## src/rtl/prl_pkg.sv

```systemverilog
`timescale 1ns / 1ps
`default_nettype none

package prl_pkg;

   // Field widths of the request and response items.
   localparam int unsigned OPERATION_W     = 1;
   localparam int unsigned SET_INDEX_W     = 11;
   localparam int unsigned WAY_INDEX_W     = 4;
   localparam int unsigned PC_LOW_W        = 32;
   localparam int unsigned PHYS_ADDR_W     = 48;
   localparam int unsigned VALID_MASK_W    = 16;
   localparam int unsigned VICTIM_WAY_W    = 4;

   // Configuration registers.
   localparam int unsigned THRESHOLD_W     = 2;
   localparam int unsigned LOW_POS_W       = 4;
   localparam int unsigned CSR_ADDR_W      = 3;
   localparam int unsigned CSR_DATA_W      = 32;
   localparam int unsigned CSR_WORD_W      = CSR_ADDR_W - 2;

   localparam logic [CSR_WORD_W-1:0] CSR_IDX_THRESHOLD = 1'b0;
   localparam logic [CSR_WORD_W-1:0] CSR_IDX_LOW_POS   = 1'b1;

   localparam logic [THRESHOLD_W-1:0] THRESHOLD_RESET = 2'd2;
   localparam logic [LOW_POS_W-1:0]   LOW_POS_RESET   = 4'd8;

   // Block address is the physical address without the line offset.
   localparam int unsigned BLOCK_SHIFT     = 6;
   localparam int unsigned COUNTER_RESET   = 2;

   typedef enum logic [OPERATION_W-1:0] {
      OP_QUERY  = 1'b0,
      OP_UPDATE = 1'b1
   } op_type;

   typedef enum logic [2:0] {
      ST_CLEAR,
      ST_IDLE,
      ST_MUL,
      ST_SUB,
      ST_READ,
      ST_EXEC
   } state_type;

endpackage

`default_nettype wire

```

## src/rtl/prl_const_mod.sv

```systemverilog
`timescale 1ns / 1ps
`default_nettype none

// Remainder by a constant in three registered steps: estimate the quotient
// with a reciprocal, subtract quotient times divisor, then correct once.
// The estimate is never more than one below the true quotient.
module prl_const_mod
   import prl_pkg::*;
#(
   parameter int unsigned IN_W    = 32,
   parameter int unsigned DIVISOR = 2048
) (
   input  wire logic                                        clock,
   input  wire logic [IN_W-1:0]                             x,
   output logic      [((DIVISOR > 1) ? $clog2(DIVISOR) : 1)-1:0] rem
);

   localparam int unsigned     OUT_W   = (DIVISOR > 1) ? $clog2(DIVISOR) : 1;
   localparam int unsigned     RECIP_W = IN_W + 1;
   localparam int unsigned     PROD_W  = IN_W + RECIP_W;
   localparam int unsigned     DIV_W   = $clog2(DIVISOR + 1);
   localparam int unsigned     QD_W    = IN_W + DIV_W;
   localparam longint unsigned RECIP   = (64'd1 << IN_W) / DIVISOR;

   localparam logic [RECIP_W-1:0] RECIP_C = RECIP_W'(RECIP);
   localparam logic [DIV_W-1:0]   DIV_C   = DIV_W'(DIVISOR);

   logic [IN_W-1:0]   x1_ff;
   logic [PROD_W-1:0] prod_ff;
   logic [IN_W-1:0]   x2_ff;
   logic [IN_W-1:0]   qd_ff;
   logic [OUT_W-1:0]  rem_ff;

   logic [IN_W-1:0]   quot;
   logic [IN_W-1:0]   diff;
   logic [IN_W-1:0]   fixed;

   always_comb begin
      quot = prod_ff[IN_W +: IN_W];
      diff = x2_ff - qd_ff;
      if (64'(diff) >= 64'(DIVISOR)) begin
         fixed = diff - IN_W'(DIVISOR);
      end else begin
         fixed = diff;
      end
   end

   always_ff @(posedge clock) begin
      x1_ff   <= x;
      prod_ff <= PROD_W'(x) * PROD_W'(RECIP_C);
      x2_ff   <= x1_ff;
      qd_ff   <= IN_W'(QD_W'(quot) * QD_W'(DIV_C));
      rem_ff  <= OUT_W'(fixed);
   end

   assign rem = rem_ff;

endmodule

`default_nettype wire

```

## config.mk

```make
export PLATFORM = sky130hd
export DESIGN_NAME = prl_const_mod
export DESIGN_NICKNAME = d
export VERILOG_FILES = /design/src/rtl/prl_pkg.sv /design/src/rtl/prl_const_mod.sv
export SDC_FILE = /design/constraint.sdc
export NUM_CORES = 1
export LEC_CHECK = 0
export ABC_AREA = 1
export BUFFER_PORTS_ARGS = -buffer_cell sky130_fd_sc_hd__buf_2
export CAP_MARGIN = 20
export CORE_MARGIN = 3
export CORE_UTILIZATION = 40
export CTS_BUF_LIST = sky130_fd_sc_hd__clkbuf_4 sky130_fd_sc_hd__clkbuf_8 sky130_fd_sc_hd__clkbuf_16
export DETAILED_ROUTE_END_ITERATION = 16
export PLACE_DENSITY = 0.83
export SETUP_SLACK_MARGIN = 0.5
export SYNTH_ARGS = -nofsm -noshare
export SYNTH_HDL_FRONTEND = slang
export SYNTH_SLANG_ARGS = --single-unit
```

## constraint.sdc

```tcl
create_clock -name clock -period 0.8 [get_ports clock]
set_input_delay 0.24 -clock clock [delete_from_list [all_inputs] [get_ports clock]]
set_output_delay 0.24 -clock clock [all_outputs]
set_load 0.02 [all_outputs]
```

After elaboration in Yosys (flattened, before gate mapping)

Cells that the tools add are included.

Register bits after elaboration: 96
Bits in latches: 0
Memory bits (writable): 0
ROM bits: 0
Output and inout bits: 11
Word-level logic and storage cells: 8
Memories kept: 0

$add $sub $neg: 2
Multiply operators: 0
Divide/modulo/power cells: 0
Order comparisons: 1
Eq/ne operators: 0
Shift-type cells: 0
Muxes and demuxes: 1
Bitwise gates (word level): 0
Reduce and logical (&&, ||, !) cells: 0

Operators by type and width:

| cell                                                  | count |
|---|---|
| >= comparator 32 x 12 -> 1 bit, second input constant | 1 |
| subtractor 32 bit                                     | 1 |
| 2-to-1 mux 11 bit                                     | 1 |
| subtractor 11 x 1 -> 11 bit, second input constant    | 1 |

Logic depth before layout (Yosys ltp)

Gate-level depths: netlist of the first run.

Depth after elaboration: 3
Gate-level depth with buffers: 0
Mapped depth without buffers: 0

Least setup slack after synthesis of the first run

Ideal clock, no wire load.

Path kind: reg2out
Start: register rem_ff[0], in the netlist rem[0]
End: output rem[0] (netlist bit)
Arrival: 0.395 ns
Data required time: 0.560 ns
Slack: 0.165 ns
Cell stages (with the launch flop): 1
Cell sequence: dfxtp_1

RTL lines:

| what                   | line                | source |
|---|---|---|
| from (decl)            | prl_const_mod.sv:32 | `logic [OUT_W-1:0] rem_ff;` |
| from (signal assigned) | prl_const_mod.sv:53 | `rem_ff <= OUT_W'(fixed);` |
| to (decl)              | prl_const_mod.sv:15 | `output logic [((DIVISOR > 1) ? $clog2(DIVISOR) : 1)-1:0] rem` |

No word-level cell between the ends.

Worst setup path in the final report of the first run

Start: register rem_ff[1], in the netlist rem[1]
End: output rem[1] (netlist bit)

No word-level cell between the ends.

==> results of run 1 <==
==> placed cells by master (no fill, tap or decap) <==
| master | n |
|---|---|
| buf_6 | 11 |
| dfxtp_2 | 8 |
| bufinv_16 | 1 |
| buf_2 | 11 |
| dfxtp_4 | 11 |
| clkbuf_4 | 6 |
| dfxtp_1 | 14 |
| clkinv_1 | 1 |
==> cells by family after synthesis <==
family      count (synthesis)  share of synthesized area (%)
flip-flops                 33                            100
==> sequential cells by signal (all words and copies together) (netlist names) <==
name	cells
prod_ff	11
rem	11
x2_ff	11
==> metal layers <==
layer / GRT usage (%) / routed length, um / up-vias
met3: 4.69 / 69 / 5
met2: 11.5 / 355 / 21
li1: - / - / 160
met1: 9.76 / 296 / 113
met4: 11.6 / 25 / 0
met5: 0 / 0 / -
==> final timing paths <==
kind	to	slack (ns)	cells after the start
hold reg to reg	x2_ff[1]$_DFF_P_	0.32	0
setup / recovery	rem[1]	-0.22	1
hold / removal	prod_ff[27]$_DFF_P_	0.03	1
setup reg to reg	x2_ff[9]$_DFF_P_	0.38	0
==> power breakdown <==
part           leakage (uW)  internal (uW)  total [uW]  switching [uW]
registers          0.000282           1720        1740            23.5
clock network     0.0000433            684        1150             464
logic              0.000110           71.5         124            52.9
total              0.000435           2470        3010             541
==> area by class of cell <==
type                    count  area, um2
repair buffers             22        179
clock inverters             2       33.8
fillers                   115        534
flip-flops and latches     33        712
clock buffers               6       45.0
well taps                  16       20.0
==> repair_timing <==
item                       CTS  global route
pin swaps                    0             0
hold buffers                 0             0
setup endpoints to repair   33            33
resized for setup           25             5
==> per-stage QoR <==
| step | setup slack [ns] | area [um2] |
|---|---|---|
| final | -0.217 | 990 |
| after global routing | -0.257 | 990 |
| after global placement | 0.104 | 832 |
| after detailed placement | 0.0950 | 832 |
| after floorplan | 0.212 | 702 |
| after CTS | -0.236 | 983 |
==> impl_metrics.json, run 1 <==
{
  "outcome": "finished with violations",
  "violations": "setup timing",
  "ys_warn_count": 0,
  "syn_inst": 33,
  "dominantRegCellSynth": "dfxtp_1",
  "cts_htree_levels": 2,
  "synth_nets": 66,
  "dieWidth_um": 46.6,
  "final_util_pct": 64.9,
  "clk_pin_slew_ns": 0.09,
  "start_util_pct": 43.3,
  "grt_setup_unrepaired": "true",
  "cp_data_arrival_time_ns": 0.78,
  "synth_common_cells": "dfxtp_1",
  "relSlewSlack_pct": 94.2,
  "grt_use_total_pct": 9.23,
  "critical-path-top-delay-family": "flip-flops",
  "fin_setup_tns_ns": -2.35,
  "dp_cells": 71,
  "worstSetupEndpointType": "output port",
  "clock_sinks": 33,
  "ys_seq_area_share_pct": 100,
  "row_count": 14,
  "grt_overflow": 0,
  "port_buffers": 22,
  "syn_area_um2": 661,
  "die_h_um": 46.6,
  "yosysMostFrequentCell": "dfxtp_1",
  "grt_max_degree": 11,
  "timing.fmax_mhz": 983,
  "hold_start": "x[6]",
  "powerDensity_nw_per_um2": 3050,
  "fin_crit_sh_pct": 127,
  "vias_per_cell": 3.78,
  "diodes": 0,
  "cts_inserted_buffers": 5,
  "root_buffer": "clkbuf_4",
  "first_iter_violations": 3,
  "cap_violations": 0,
  "die-area_um2": 2180,
  "final_cells": 79,
  "worst_slack_ns": -0.217,
  "drc_errors": 0,
  "fin_nets": 95,
  "required_ns": 0.56,
  "antenna_found_initial": 0,
  "max_stage_delay_ns": 0.35,
  "async_flop_share_pct": 0,
  "yosysTopAreaCell": "dfxtp_1",
  "fin_total_pwr_uw": 3010,
  "leakagePower_uw": 0.000435,
  "clk_path_buf_depth": 2,
  "crit_buf_inv": 1,
  "clk_latency_ns": 0.31,
  "fin_crit_ns": 1.02,
  "cts_setup_buffers": 0,
  "worst_pin_slew_ns": 0.0870,
  "hold_viol_final": 0,
  "hp-class": "in2reg",
  "final_layout_size_suffix_gt1_share_pct": 76.2,
  "syn_to_final_growth_pct": 49.8,
  "synth.distinct_cells": 1,
  "vias": 299,
  "r2r_start": "prod_ff[30]$_DFF_P_",
  "max-vdd-ir-drop_v": 0.00227,
  "setup.worst_path.start_class": "register",
  "boundaryPins": 44,
  "ys_ff_latch": 33,
  "setup_viol": 11,
  "path_max_fanout": 1,
  "synth_top_area_share_pct": 100,
  "multiInputGateArea_um2": 0,
  "fp.coreArea_um2": 1520,
  "whs_ns": 0.0269,
  "skew_ns": 0.00502,
  "slew_violations": 0,
  "grt_pass1_vias": 285,
  "synth_area_leaders": "dfxtp_1",
  "syn_area_per_cell_um2": 20.0,
  "dr.pass1.iters": 2,
  "crit_chain": "buf_6",
  "final_antenna_net_count": 0,
  "avgRoutedWirePerCell_um": 9.46,
  "startpoint": "rem[1]$_DFF_P_",
  "synth_edf_count": 0,
  "drt_wl_total_um": 747,
  "cts_tree": "built",
  "timing_worst_setup_path_type": "reg2out",
  "multi_input_gates": 0,
  "grt_pass1_wl_um": 1190,
  "gp_congestion": 0.534,
  "crit_slowest_cell": "dfxtp_4"
}
No activity file was read; power rests on OpenSTA's default activity.
==> inputs of run 2 (changes only) <==
--- a/config.mk
+++ b/config.mk
@@ -9,10 +9,10 @@
 export BUFFER_PORTS_ARGS = -buffer_cell sky130_fd_sc_hd__buf_2
 export CAP_MARGIN = 20
 export CORE_MARGIN = 3
-export CORE_UTILIZATION = 40
-export CTS_BUF_LIST = sky130_fd_sc_hd__clkbuf_4 sky130_fd_sc_hd__clkbuf_8 sky130_fd_sc_hd__clkbuf_16
+export CORE_UTILIZATION = 44
+export CTS_BUF_LIST = sky130_fd_sc_hd__clkbuf_4 sky130_fd_sc_hd__clkbuf_8
 export DETAILED_ROUTE_END_ITERATION = 16
-export PLACE_DENSITY = 0.83
+export PLACE_DENSITY = 0.9
 export SETUP_SLACK_MARGIN = 0.5
 export SYNTH_ARGS = -nofsm -noshare
 export SYNTH_HDL_FRONTEND = slang
==> impl_metrics.json, run 2 (synthesis results as in run 1) <==
{
  "die_h_um": 44.8,
  "vias": 305,
  "use_met1_pct": 8.85,
  "worst_pin_slew_ns": 0.0898,
  "slew_violations": 0,
  "crit_chain": "buf_6",
  "grt_setup_unrepaired": "true",
  "power.share.combinational_pct": 4.5,
  "hold_viol_final": 0,
  "hp-class": "in2reg",
  "critical-path-top-delay-family": "flip-flops",
  "final_common_cell": "dfxtp_1",
  "cts_hold_buffers": 0,
  "switching_share_pct": 19.7,
  "met2_usage_pct": 11.7,
  "required_ns": 0.56,
  "fin_nets": 95,
  "multiInputGateArea_um2": 0,
  "fin_setup_tns_ns": -2.36,
  "final_util_pct": 71.6,
  "crit_slowest_cell": "dfxtp_4",
  "timing.fmax_mhz": 981,
  "drc_errors": 0,
  "grt_overflow": 0,
  "grt_max_degree": 11,
  "clock_sinks": 33,
  "final_antenna_net_count": 0,
  "path_max_fanout": 1,
  "grt_pass1_wl_um": 1140,
  "dp_slack_ns": 0.0953,
  "vias_per_cell": 3.91,
  "diodes": 0,
  "final_cell_mix": "dfxtp_1, buf_2, buf_6, dfxtp_4, dfxtp_2",
  "powerDensity_nw_per_um2": 2830,
  "cts_htree_levels": 2,
  "dr.pass1.iters": 2,
  "fin_crit_ns": 1.02,
  "boundaryPins": 44,
  "power.switching_uw": 539,
  "fin_crit_sh_pct": 127,
  "relSlewSlack_pct": 94.0,
  "timing_worst_setup_path_type": "reg2out",
  "syn_to_final_growth_pct": 46.4,
  "multi_input_gates": 0,
  "drt_wl_total_um": 771,
  "clk_pin_slew_ns": 0.09,
  "worst_slack_ns": -0.219,
  "p_clk_share_pct": 31.9,
  "clk_latency_ns": 0.31,
  "seqPwrFrac_pct": 63.5,
  "p_int_uw": 2200,
  "cts_tree": "built",
  "grt_pass1_vias": 287,
  "dieWidth_um": 44.8,
  "cap_violations": 0,
  "max-vdd-ir-drop_v": 0.00138,
  "outcome": "finished with violations",
  "use_met3_pct": 7.17,
  "cts_setup_buffers": 0,
  "grt_busiest_layer": "met4",
  "max_stage_delay_ns": 0.35,
  "die-area_um2": 2000,
  "final_layout_size_suffix_gt1_share_pct": 73.0,
  "cts_inserted_buffers": 5,
  "gp_congestion": 0.591,
  "avgRoutedWirePerCell_um": 9.88,
  "cp_data_arrival_time_ns": 0.78,
  "setup.worst_path.start_class": "register",
  "setup_viol": 11,
  "clk_path_buf_depth": 2,
  "grt_use_total_pct": 9.87,
  "violations": "setup timing",
  "crit_buf_inv": 1,
  "whs_ns": 0.0302,
  "row_count": 13,
  "first_iter_violations": 4,
  "port_buffers": 22,
  "antenna_found_initial": 0,
  "leakagePower_uw": 0.000428,
  "skew_ns": 0.00623,
  "fp.coreArea_um2": 1350,
  "start_util_pct": 48.9,
  "root_buffer": "clkbuf_4",
  "worstSetupEndpointType": "output port"
}
[run 2: cell types whose count changed in the layout (fill, tap and decap cells not counted), sizes merged]
cell,previous run,this run
clkinv,1,2
bufinv,1,0
[run 2: area by class of cell]
type / instances / area [um2]
fill: 90 / 383
timing repair buffer: 22 / 179
sequential: 33 / 709
clock inverter: 2 / 8.76
tap: 15 / 18.8
clock buffer: 6 / 51.3
[run 2: per-layer routing]
metal  wire length (um)  share of wire, %
met5                  0                 0
met4                 31               4.0
met3                 77                10
met2                375                49
met1                287                37
[run 2: metrics by stage]
stage          std cells  area, um2  power (uW)
2_1_floorplan         33        702        1810
3_3_place_gp          70        831        1860
3_5_place_dp          70        831        1860
4_1_cts               78        960        2790
5_1_grt               78        967        2890
6_report              78        967        2740
[run 2: power by group through the flow]
stage | registers [uW] | clock network, uW | logic [uW]
6_report | 1740 | 875 | 124
5_1_grt | 1750 | 1010 | 130
4_1_cts | 1740 | 928 | 125
3_5_place_dp | 1770 | 0 | 91.3
3_3_place_gp | 1770 | 0 | 90.1
2_1_floorplan | 1810 | 0 | 0
[run 2: path summary, 6_finish.rpt]
path | from | endpoint | slack, ns | cells past startpoint
setup / recovery | rem[7]$_DFF_P_ | rem[7] | -0.22 | 1
hold / removal | x[6] | prod_ff[27]$_DFF_P_ | 0.03 | 1
setup reg to reg | x2_ff[2]$_DFF_P_ | rem[2]$_DFF_P_ | 0.39 | 0
hold reg to reg | x2_ff[7]$_DFF_P_ | rem[7]$_DFF_P_ | 0.32 | 0
[run 2: repair_timing]
action	CTS	global route
gates resized for setup	22	6
endpoints found under the hold margin	0	6
setup endpoints to repair	33	33
